## src/rtl/core/wn255_pkg.sv

```systemverilog
// Shared constants for the weight normalize-to-255 unit.
// No dependencies; imported by the unit and its checker.
package wn255_pkg;

   // Bits in one packed weight lane.
   localparam int LaneBits = 8;
   // Width of the packed weight and result words.
   localparam int WordBits = 32;
   // Lanes that fit in one packed word.
   localparam int WordLanes = WordBits / LaneBits;
   // Default lane count of the unit.
   localparam int DefaultLanes = 4;
   // Target sum of the normalized lanes.
   localparam logic [LaneBits-1:0] FullScale = 8'd255;

endpackage

```

## src/rtl/core/weight_normalize_to_255_unit.sv

```systemverilog
// Weight normalize-to-255 unit: largest-remainder apportionment of packed weights.
// Depends on wn255_pkg for lane widths and the full-scale constant.

// One beat on req_ carries LANES packed 8-bit weights. The result beat on rsp_ holds
// the weights rescaled to sum to exactly 255: each lane gets floor(w*255/sum), and the
// leftover units go one at a time to the lane with the largest remainder (lowest lane
// on a tie). An all-zero beat returns 255 in lane 0 and raises rsp_tuser. Lanes beyond
// bit 31 read as zero and are not returned. The unit handles one beat at a time with
// one shared adder/compare-subtract datapath: it sums the weights lane by lane, runs a
// bit-serial divide for each lane, then scans all lanes once for each leftover unit.
// req_tready is high only while the unit is idle; a finished result waits in the output
// register without blocking the next request beat, and the following result then waits
// until the register is free.
module weight_normalize_to_255_unit #(
   parameter int LANES = wn255_pkg::DefaultLanes
) (
   input  logic                           clock,
   input  logic                           reset,
   // req_tdata: weight_vector[31:0]
   input  logic                           req_tvalid,
   output logic                           req_tready,
   input  logic [wn255_pkg::WordBits-1:0] req_tdata,
   // rsp_tdata: normalized_vector[31:0]
   output logic                           rsp_tvalid,
   input  logic                           rsp_tready,
   output logic [wn255_pkg::WordBits-1:0] rsp_tdata,
   // rsp_tuser: zero_sum[0]
   output logic                           rsp_tuser
);
   import wn255_pkg::*;

   localparam int LaneW = $clog2(LANES);
   localparam int SumW  = $clog2(255 * LANES + 1);
   localparam int PadW  = (LaneBits * LANES > WordBits) ? LaneBits * LANES : WordBits;
   localparam int ProdW = 2 * LaneBits;
   localparam int StepW = $clog2(LaneBits);
   localparam int OutLanes = (LANES < WordLanes) ? LANES : WordLanes;

   localparam logic [2:0] StIdle     = 3'd0;
   localparam logic [2:0] StSum      = 3'd1;
   localparam logic [2:0] StDivLoad  = 3'd2;
   localparam logic [2:0] StDiv      = 3'd3;
   localparam logic [2:0] StPassInit = 3'd4;
   localparam logic [2:0] StScan     = 3'd5;
   localparam logic [2:0] StFinish   = 3'd6;

   logic [2:0]           state_ff, state_in;
   logic [WordBits-1:0]  word_ff, word_in;
   logic [LaneW-1:0]     lane_ff, lane_in;
   logic [SumW-1:0]      sum_ff, sum_in;
   logic [SumW-1:0]      part_ff, part_in;
   logic [LaneBits-1:0]  low_ff, low_in;
   logic [StepW-1:0]     step_ff, step_in;
   logic [LaneBits-1:0]  total_ff, total_in;
   logic                 zero_ff, zero_in;
   logic [LaneW-1:0]     best_ff, best_in;
   logic [SumW-1:0]      best_rem_ff, best_rem_in;
   logic [LaneBits-1:0]  quot_ff [LANES];
   logic [LaneBits-1:0]  quot_in [LANES];
   logic [SumW-1:0]      rem_ff [LANES];
   logic [SumW-1:0]      rem_in [LANES];
   logic [LANES-1:0]     bonus_ff, bonus_in;
   logic                 rsp_valid_ff, rsp_valid_in;
   logic [WordBits-1:0]  rsp_data_ff, rsp_data_in;
   logic                 rsp_user_ff, rsp_user_in;

   logic [PadW-1:0]      padded;
   logic [LaneBits-1:0]  lane_w;
   logic [ProdW-1:0]     product;
   logic [SumW:0]        trial;
   logic                 trial_ge;
   logic [SumW-1:0]      trial_rem;
   logic                 lane_last;
   logic                 scan_win;
   logic [LaneW-1:0]     award_lane;
   logic [SumW-1:0]      sum_next;
   logic [WordBits-1:0]  packed_out;

   assign req_tready = (state_ff == StIdle);
   assign rsp_tvalid = rsp_valid_ff;
   assign rsp_tdata  = rsp_data_ff;
   assign rsp_tuser  = rsp_user_ff;

   // Select the current lane's weight; lanes past the word read as zero
   assign padded    = PadW'(word_ff);
   assign lane_w    = padded[LaneBits * lane_ff +: LaneBits];
   assign lane_last = (lane_ff == LaneW'(LANES - 1));
   assign sum_next  = sum_ff + SumW'(lane_w);

   // w*255 as a shift and subtract
   assign product = {lane_w, {LaneBits{1'b0}}} - ProdW'(lane_w);

   // Shared compare-subtract: one quotient bit per cycle
   assign trial     = {part_ff, low_ff[LaneBits-1]};
   assign trial_ge  = (trial >= {1'b0, sum_ff});
   assign trial_rem = trial_ge ? SumW'(trial - {1'b0, sum_ff}) : trial[SumW-1:0];

   // Largest-remainder scan; strict compare keeps the lowest lane on a tie
   assign scan_win   = (rem_ff[lane_ff] > best_rem_ff);
   assign award_lane = scan_win ? lane_ff : best_ff;

   // Pack the result lanes that fit in the output word
   always_comb begin
      packed_out = '0;
      for (int i = 0; i < OutLanes; i++) begin
         packed_out[LaneBits * i +: LaneBits] = quot_ff[i] + LaneBits'(bonus_ff[i]);
      end
   end

   // Sequencer
   always_comb begin
      state_in     = state_ff;
      word_in      = word_ff;
      lane_in      = lane_ff;
      sum_in       = sum_ff;
      part_in      = part_ff;
      low_in       = low_ff;
      step_in      = step_ff;
      total_in     = total_ff;
      zero_in      = zero_ff;
      best_in      = best_ff;
      best_rem_in  = best_rem_ff;
      quot_in      = quot_ff;
      rem_in       = rem_ff;
      bonus_in     = bonus_ff;
      rsp_valid_in = rsp_valid_ff;
      rsp_data_in  = rsp_data_ff;
      rsp_user_in  = rsp_user_ff;

      // Drop the result once the beat is taken
      if (rsp_valid_ff && rsp_tready) begin
         rsp_valid_in = 1'b0;
      end

      unique case (state_ff)
         StIdle: begin
            if (req_tvalid) begin
               word_in  = req_tdata;
               lane_in  = '0;
               sum_in   = '0;
               total_in = '0;
               bonus_in = '0;
               state_in = StSum;
            end
         end
         StSum: begin
            sum_in = sum_next;
            if (lane_last) begin
               lane_in = '0;
               if (sum_next == '0) begin
                  zero_in  = 1'b1;
                  state_in = StFinish;
               end else begin
                  zero_in  = 1'b0;
                  state_in = StDivLoad;
               end
            end else begin
               lane_in = lane_ff + 1'b1;
            end
         end
         StDivLoad: begin
            part_in  = SumW'(product[ProdW-1:LaneBits]);
            low_in   = product[LaneBits-1:0];
            step_in  = '0;
            state_in = StDiv;
         end
         StDiv: begin
            part_in = trial_rem;
            low_in  = {low_ff[LaneBits-2:0], trial_ge};
            step_in = step_ff + 1'b1;
            if (step_ff == StepW'(LaneBits - 1)) begin
               quot_in[lane_ff] = {low_ff[LaneBits-2:0], trial_ge};
               rem_in[lane_ff]  = trial_rem;
               total_in         = total_ff + {low_ff[LaneBits-2:0], trial_ge};
               if (lane_last) begin
                  state_in = StPassInit;
               end else begin
                  lane_in  = lane_ff + 1'b1;
                  state_in = StDivLoad;
               end
            end
         end
         StPassInit: begin
            if (total_ff == FullScale) begin
               state_in = StFinish;
            end else begin
               best_in     = '0;
               best_rem_in = rem_ff[0];
               lane_in     = LaneW'(1);
               state_in    = StScan;
            end
         end
         StScan: begin
            if (scan_win) begin
               best_in     = lane_ff;
               best_rem_in = rem_ff[lane_ff];
            end
            if (lane_last) begin
               // Award one unit and clear the winner's remainder
               bonus_in[award_lane] = 1'b1;
               rem_in[award_lane]   = '0;
               total_in             = total_ff + 1'b1;
               state_in             = StPassInit;
            end else begin
               lane_in = lane_ff + 1'b1;
            end
         end
         StFinish: begin
            if (!rsp_valid_ff || rsp_tready) begin
               rsp_valid_in = 1'b1;
               rsp_user_in  = zero_ff;
               rsp_data_in  = zero_ff ? WordBits'(FullScale) : packed_out;
               state_in     = StIdle;
            end
         end
         default: begin
            state_in = StIdle;
         end
      endcase
   end

   // Control registers
   always_ff @(posedge clock) begin
      if (reset) begin
         state_ff     <= StIdle;
         rsp_valid_ff <= 1'b0;
      end else begin
         state_ff     <= state_in;
         rsp_valid_ff <= rsp_valid_in;
      end
   end

   // Datapath registers
   always_ff @(posedge clock) begin
      word_ff     <= word_in;
      lane_ff     <= lane_in;
      sum_ff      <= sum_in;
      part_ff     <= part_in;
      low_ff      <= low_in;
      step_ff     <= step_in;
      total_ff    <= total_in;
      zero_ff     <= zero_in;
      best_ff     <= best_in;
      best_rem_ff <= best_rem_in;
      quot_ff     <= quot_in;
      rem_ff      <= rem_in;
      bonus_ff    <= bonus_in;
      rsp_data_ff <= rsp_data_in;
      rsp_user_ff <= rsp_user_in;
   end

endmodule

```

## config.mk

```make
export PLATFORM = sky130hd
export DESIGN_NAME = weight_normalize_to_255_unit
export DESIGN_NICKNAME = d
export VERILOG_FILES = /design/src/rtl/core/wn255_pkg.sv /design/src/rtl/core/weight_normalize_to_255_unit.sv
export SDC_FILE = /design/constraint.sdc
export NUM_CORES = 1
export LEC_CHECK = 0
export ABC_AREA = 1
export BUFFER_PORTS_ARGS = -buffer_cell sky130_fd_sc_hd__buf_4
export CAP_MARGIN = 15
export CORE_MARGIN = 5
export CORE_UTILIZATION = 50
export DETAILED_ROUTE_END_ITERATION = 12
export GPL_TIMING_DRIVEN = 0
export PLACE_DENSITY = 0.68
export SLEW_MARGIN = 10
export SYNTH_ARGS = -nofsm -noshare
export SYNTH_HDL_FRONTEND = slang
export SYNTH_SLANG_ARGS = --single-unit
```

## constraint.sdc

```tcl
create_clock -name clock -period 14.1 [get_ports clock]
set_input_delay 2.82 -clock clock [delete_from_list [all_inputs] [get_ports clock]]
set_output_delay 2.82 -clock clock [all_outputs]
set_load 0.05 [all_outputs]
```

* Yosys cells after proc, flatten, opt, wreduce, memory -nomap -nowiden *
Cells that the tools add are included.
Widths: inputs -> output; s select.

word-level totals
  register bits = 199
  bits in latches = 0
  bits in writable memories = 0
  memory bits (read-only) = 0
  input bits = 36
  output and inout port bits = 35
  word-level logic and storage cells = 145
  memories = 0

cells by class
  add/subtract/negate cells = 11
  multipliers = 0
  div/mod/pow operators = 0
  magnitude comparators = 8
  equality and inequality tests = 16
  shift-type cells = 1
  multiplexer cells = 54
  bitwise gates (word level) = 5
  reductions and logical operators = 27

operators by type and width
  cell                number
  $mux 10             8
  $mux 40             2
  $pmux 40 s2         1
  $pmux 10 s2         3
  $and 40x40->40      1
  $bwmux 40           1
  $demux 10 s2        2
  $not 40->40         1
  $add 8x1->8         4
  $bwmux 32           1
  $mux 8              4
  $shiftx 32x6->8     1
  $pmux 8 s3          1
  $mux 3              7
  $pmux 3 s7          1
  $bmux 10 s2         1
  $demux 8 s2         1
  $mux 2              8
  $pmux 8 s2          1
  $sub 16x8->16       1
  $ne 2x2->1 const B  7
  $eq 3x3->1 const B  4
  $reduce_and 2->1    6
  $ge 11x10->1        1
  35 further kinds    54

* Logic depth before layout (Yosys ltp) *
  depth after elaboration = 15
  depth in mapped cells = 21

* Worst setup path before layout *
No wires, ideal clock.

  path kind = input to register
  start = input port rsp_tready
  end = register rsp_data_ff[0], in the netlist rsp_tdata[0], enable pin
  library setup time = 0.506 ns
  data arrival time = 6.028 ns
  required time = 13.594 ns
  slack = 7.566 ns
  stages = 2
  path through = nor2_1 nor4_1

between the ends
  longest elaborated chain between the ends = 2

RTL lines
  what                        RTL line                             source
  start, declared             weight_normalize_to_255_unit.sv:25   input logic rsp_tready,
  $logic_or 1x1->1            weight_normalize_to_255_unit.sv:209  if (!rsp_valid_ff || rsp_tready) begin
  $reduce_and 2->1 (no line)  -
  end signal, assigned        weight_normalize_to_255_unit.sv:248  rsp_data_ff <= rsp_data_in;
  end, declared               weight_normalize_to_255_unit.sv:64   logic [WordBits-1:0] rsp_data_ff, rsp_data_in;

No other way between the ends.
A chain may end at the register's enable or synchronous reset.

* Worst setup path in the final report *
  start = register state_ff[0]
  end = output port req_tready

between the ends
  longest elaborated chain between the ends = 1

RTL lines
  what                    RTL line                             source
  start, declared         weight_normalize_to_255_unit.sv:47   logic [2:0] state_ff, state_in;
  start signal, assigned  weight_normalize_to_255_unit.sv:225  state_ff <= StIdle;
  start signal, assigned  weight_normalize_to_255_unit.sv:228  state_ff <= state_in;
  $logic_not 3->1         weight_normalize_to_255_unit.sv:79   assign req_tready = (state_ff == StIdle);
  end, declared           weight_normalize_to_255_unit.sv:21   output logic req_tready,

No other way between the ends.

==> results.sh <==
export IMPL_min_path_cells=2
export IMPL_clock_root_buffer="sky130_fd_sc_hd__clkbuf_16"
export IMPL_top_level_ports=71
export IMPL_number_of_failing_hold_endpoints_at_the_final_stage=0
export IMPL_worst_hold_startpoint="state_ff[2]$_SDFFE_PP0P_"
export IMPL_grt_pass1_vias=7694
export IMPL_mappedNetlistNets=1224
export IMPL_drt_iter0_drc=747
export IMPL_critical_path_max_fanout=6
export IMPL_max_cap_violations=0
export IMPL_drt_drc_violations_left=0
export IMPL_synth_edff_count=195
export IMPL_groute_usage_overall_pct=20.4
export IMPL_drive_above_1_share_pct=12.9
export IMPL_reg2regPathDepth=16
export IMPL_post_route_util_pct=58.1
export IMPL_setup_viol=0
export IMPL_worst_r2r_setup_slack_ps=10300
export IMPL_grt_first_pass_wirelength_um=39200
export IMPL_layout_cell_area_non_filler_mm2=0.0122
export IMPL_worstHoldEndpoint="state_ff[2]$_SDFFE_PP0P_"
export IMPL_yosysWarnings=0
export IMPL_max_slew_worst_pin_slew_ps=1060
export IMPL_fmax_mhz=225
export IMPL_row_count=53
export IMPL_critical_path_endpoint_type="output pin"
export IMPL_globalRouteOverflowTotal=0
export IMPL_routed_via_density=5.29
export IMPL_hold_worst_slack_ps=504
export IMPL_multi_input_comb_area_mm2=0.00402
export IMPL_detailedPlacementHpwl_um=18600
export IMPL_die_width_um=156
export IMPL_portBuffers=70
export IMPL_total_power_mw=2.59
export IMPL_cts_buffers=17
export IMPL_critical_path_cell_by_cell="nor2_1 -> nand2_1 -> inv_1 -> buf_4"
export IMPL_crit_buf_inv=2
export IMPL_rsz0062_at_grt="false"
export IMPL_worst_path_largest_cell_delay_ps=360
export IMPL_cp_slowest_cell="sky130_fd_sc_hd__dfxtp_1"
export IMPL_timing_final_crit_share_pct=31.5
export IMPL_clock_sink_count=199
export IMPL_worstSetupStartpointType="flop"
export IMPL_tritoncts="done"
export IMPL_design_die_area_mm2=0.0244
export IMPL_path_clk_slew_ps=70
export IMPL_endpoint_of_the_most_critical_register_to_register_path="best_rem_ff[7]$_DFFE_PP_"
export IMPL_pre_cts_slack_ps=9690
export IMPL_most_frequent_cells_in_the_layout="246 x sky130_fd_sc_hd__nand2_1, 195 x sky130_fd_sc_hd__edfxtp_1, 133 x sky130_fd_sc_hd__inv_1, 129 x sky130_fd_sc_hd__nand3_1, 100 x sky130_fd_sc_hd__nor2_1"
export IMPL_layoutNonFillerInstCount=1519
export IMPL_powerDensity_mw_per_mm2=212
export IMPL_antenna_found_initial=0
export IMPL_starting_utilization_of_the_core_area_pct=50.8
export IMPL_min_path_type="flop to flop"
export IMPL_synth_cell_type_count=46
export IMPL_postSynthRegisterBits=199
export IMPL_async_flop_share_pct=0
export IMPL_worst_endpoint_required_ps=11280
export IMPL_fin_skew_ps=11.6
export IMPL_timing_final_ws_setup_ps=9660
export IMPL_placedCellCount=1487
export IMPL_syn_cell_area_mm2=0.0107
export IMPL_chipHeight_um=156
export IMPL_cts_post_setup_buffers_inserted=0
export IMPL_cell_family_with_most_cp_delay="simple AND/OR/NAND/NOR gates"
export IMPL_areaGrowthSynthToFinish_pct=14.5
export IMPL_cts_htree_levels=4
export IMPL_final_period_demand_of_the_worst_path_ps=4440
export IMPL_core_area_mm2=0.0210
export IMPL_gp_congestion=0.899
export IMPL_synthFlopType="sky130_fd_sc_hd__edfxtp_1"
export IMPL_seq_area_mm2=0.00594
export IMPL_total_via_count_in_the_routed_design=8038
export IMPL_synth_seq_area_share_pct=55.6
export IMPL_fill_cells=1826
export IMPL_postCtsResizedCells=0
export IMPL_crit_arrival_ps=1620
export IMPL_ant_nets=0
export IMPL_clock_insertion_delay_at_the_later_pin_of_the_skew_report_ps=440
export IMPL_rr_startpoint="lane_ff[0]$_SDFFCE_PN0P_"
export IMPL_timing_slew_headroom_pct=28.7
export IMPL_irDropWorstVdd_uv=186
export IMPL_commonest_non_fill_non_tap_cell_in_the_layout="sky130_fd_sc_hd__nand2_1"
export IMPL_setup_tns_final_ps=0
export IMPL_leakage_nw=5.21
export IMPL_post_drt_wl_per_cell_um=16.0
export IMPL_hold_buffers=0
export IMPL_num_nets_final=1320
export IMPL_crit_type="flop to output pin"
export IMPL_final_max_slew_violation_count=0
export IMPL_drt_wirelength_um=24300
export IMPL_postSynthCellCount=1135
export IMPL_diode_count=0
export IMPL_synthesis_area_per_instance_um2=9.40
export IMPL_dpl_cell_area_mm2=0.0116
export IMPL_cts_root_to_sink_buffers=2
export IMPL_run_status="finished, final reports clean"
export IMPL_largest_net_degree_at_the_start_of_global_routing=33
export IMPL_detail_route_first_pass_iterations=5
-- state kept, by name, summed over array words and instances, names as in the netlist, 8 cells and up --
register     count
best_rem_ff     10
sum_ff          10
rem_ff          40
rsp_tdata       32
part_ff         10
quot_ff         32
total_ff         8
padded          32
low_ff           8
-- report_power, final --
group / switching (mW) / leakage, nW / internal, mW
combinational: 0.824 / 3.08 / 0.402
sequential: 0.0641 / 1.84 / 0.805
clock: 0.241 / 0.294 / 0.254
-- cell families after synthesis --
group                      Yosys count  synth area share [%]
adders and majority gates           53                  6.43
xor gates and xnor gates            19                  1.56
AOI/OAI and AO/OA                  145                  7.37
buffers and inverters              180                  6.88
and+or+nand+nor                    539                  22.1
DFF                                199                  55.6
-- cell type report --
cell class                 instances  area share [%]
sequential                       199            48.6
clock buffer                      17            3.48
inverter                         146            4.51
tap                              275            2.82
buffer                            34            1.51
multi-input combinational        756            32.9
clock inverter                    15            1.45
timing repair buffer              77            4.79
-- worst max-delay path by stage --
stage | end | cells past startpoint | startpoint
final | req_tready | 4 | state_ff[0]$_SDFFE_PP0P_
after global routing | req_tready | 4 | state_ff[0]$_SDFFE_PP0P_
after CTS | req_tready | 4 | state_ff[0]$_SDFFE_PP0P_
after detailed placement | rsp_tdata[16]$_SDFFCE_PP0P_ | 7 | rsp_tready
after global placement | rsp_tdata[17]$_SDFFCE_PP0P_ | 3 | rsp_tready
after floorplan | rsp_tdata[0]$_SDFFCE_PP1P_ | 2 | rsp_tready
-- per-layer routing --
layer / share of wire [%] / track usage, % / vias up
li1: - / - / 4063
met1: 43 / 26.5 / 3700
met2: 48 / 34.5 / 237
met3: 5.8 / 4.05 / 38
met4: 2.7 / 6.98 / 0
met5: 0 / 0 / -
-- cell usage after synthesis, types with 2 or more instances --
library cell               number  share of area, %
sky130_fd_sc_hd__edfxtp_1     195                55
sky130_fd_sc_hd__o21ai_1        7              0.33
sky130_fd_sc_hd__ha_1          50               5.9
sky130_fd_sc_hd__nor2_1       101               3.6
sky130_fd_sc_hd__o21ai_0       53               2.5
sky130_fd_sc_hd__xnor2_1       10              0.82
sky130_fd_sc_hd__nand3_1      129               6.0
sky130_fd_sc_hd__nor2_4         2              0.21
sky130_fd_sc_hd__o21a_1         3              0.21
sky130_fd_sc_hd__nand3_2        2              0.19
sky130_fd_sc_hd__buf_1          3              0.11
sky130_fd_sc_hd__nand2_1      246               8.7
sky130_fd_sc_hd__clkbuf_1      16              0.56
sky130_fd_sc_hd__nand4_1       20               1.2
sky130_fd_sc_hd__a21oi_1       59               2.8
sky130_fd_sc_hd__dfxtp_1        4              0.75
sky130_fd_sc_hd__clkinv_1       3              0.11
sky130_fd_sc_hd__buf_6          4              0.42
sky130_fd_sc_hd__nand3b_1       2              0.14
sky130_fd_sc_hd__nor4_1         2              0.12
sky130_fd_sc_hd__a211oi_1       2              0.14
sky130_fd_sc_hd__buf_4          5              0.35
sky130_fd_sc_hd__nand2_2       13              0.76
sky130_fd_sc_hd__a21o_1         2              0.14
sky130_fd_sc_hd__inv_2          9              0.32
sky130_fd_sc_hd__fa_1           3              0.56
sky130_fd_sc_hd__inv_1        133               4.7
sky130_fd_sc_hd__nor3_1        12              0.56
sky130_fd_sc_hd__a31oi_1        2              0.12
sky130_fd_sc_hd__xor2_1         9              0.74
sky130_fd_sc_hd__buf_2          6              0.28
sky130_fd_sc_hd__o21bai_1       2              0.14
sky130_fd_sc_hd__o22ai_1       10              0.59
sky130_fd_sc_hd__or2_2          4              0.23
-- tightest hold or removal path, stage by stage, from the launching register on --
cell                      delay, ps
sky130_fd_sc_hd__dfxtp_1        340
sky130_fd_sc_hd__nand2_1         70
sky130_fd_sc_hd__a21oi_1         60
Power figures use the tool's default switching activity.
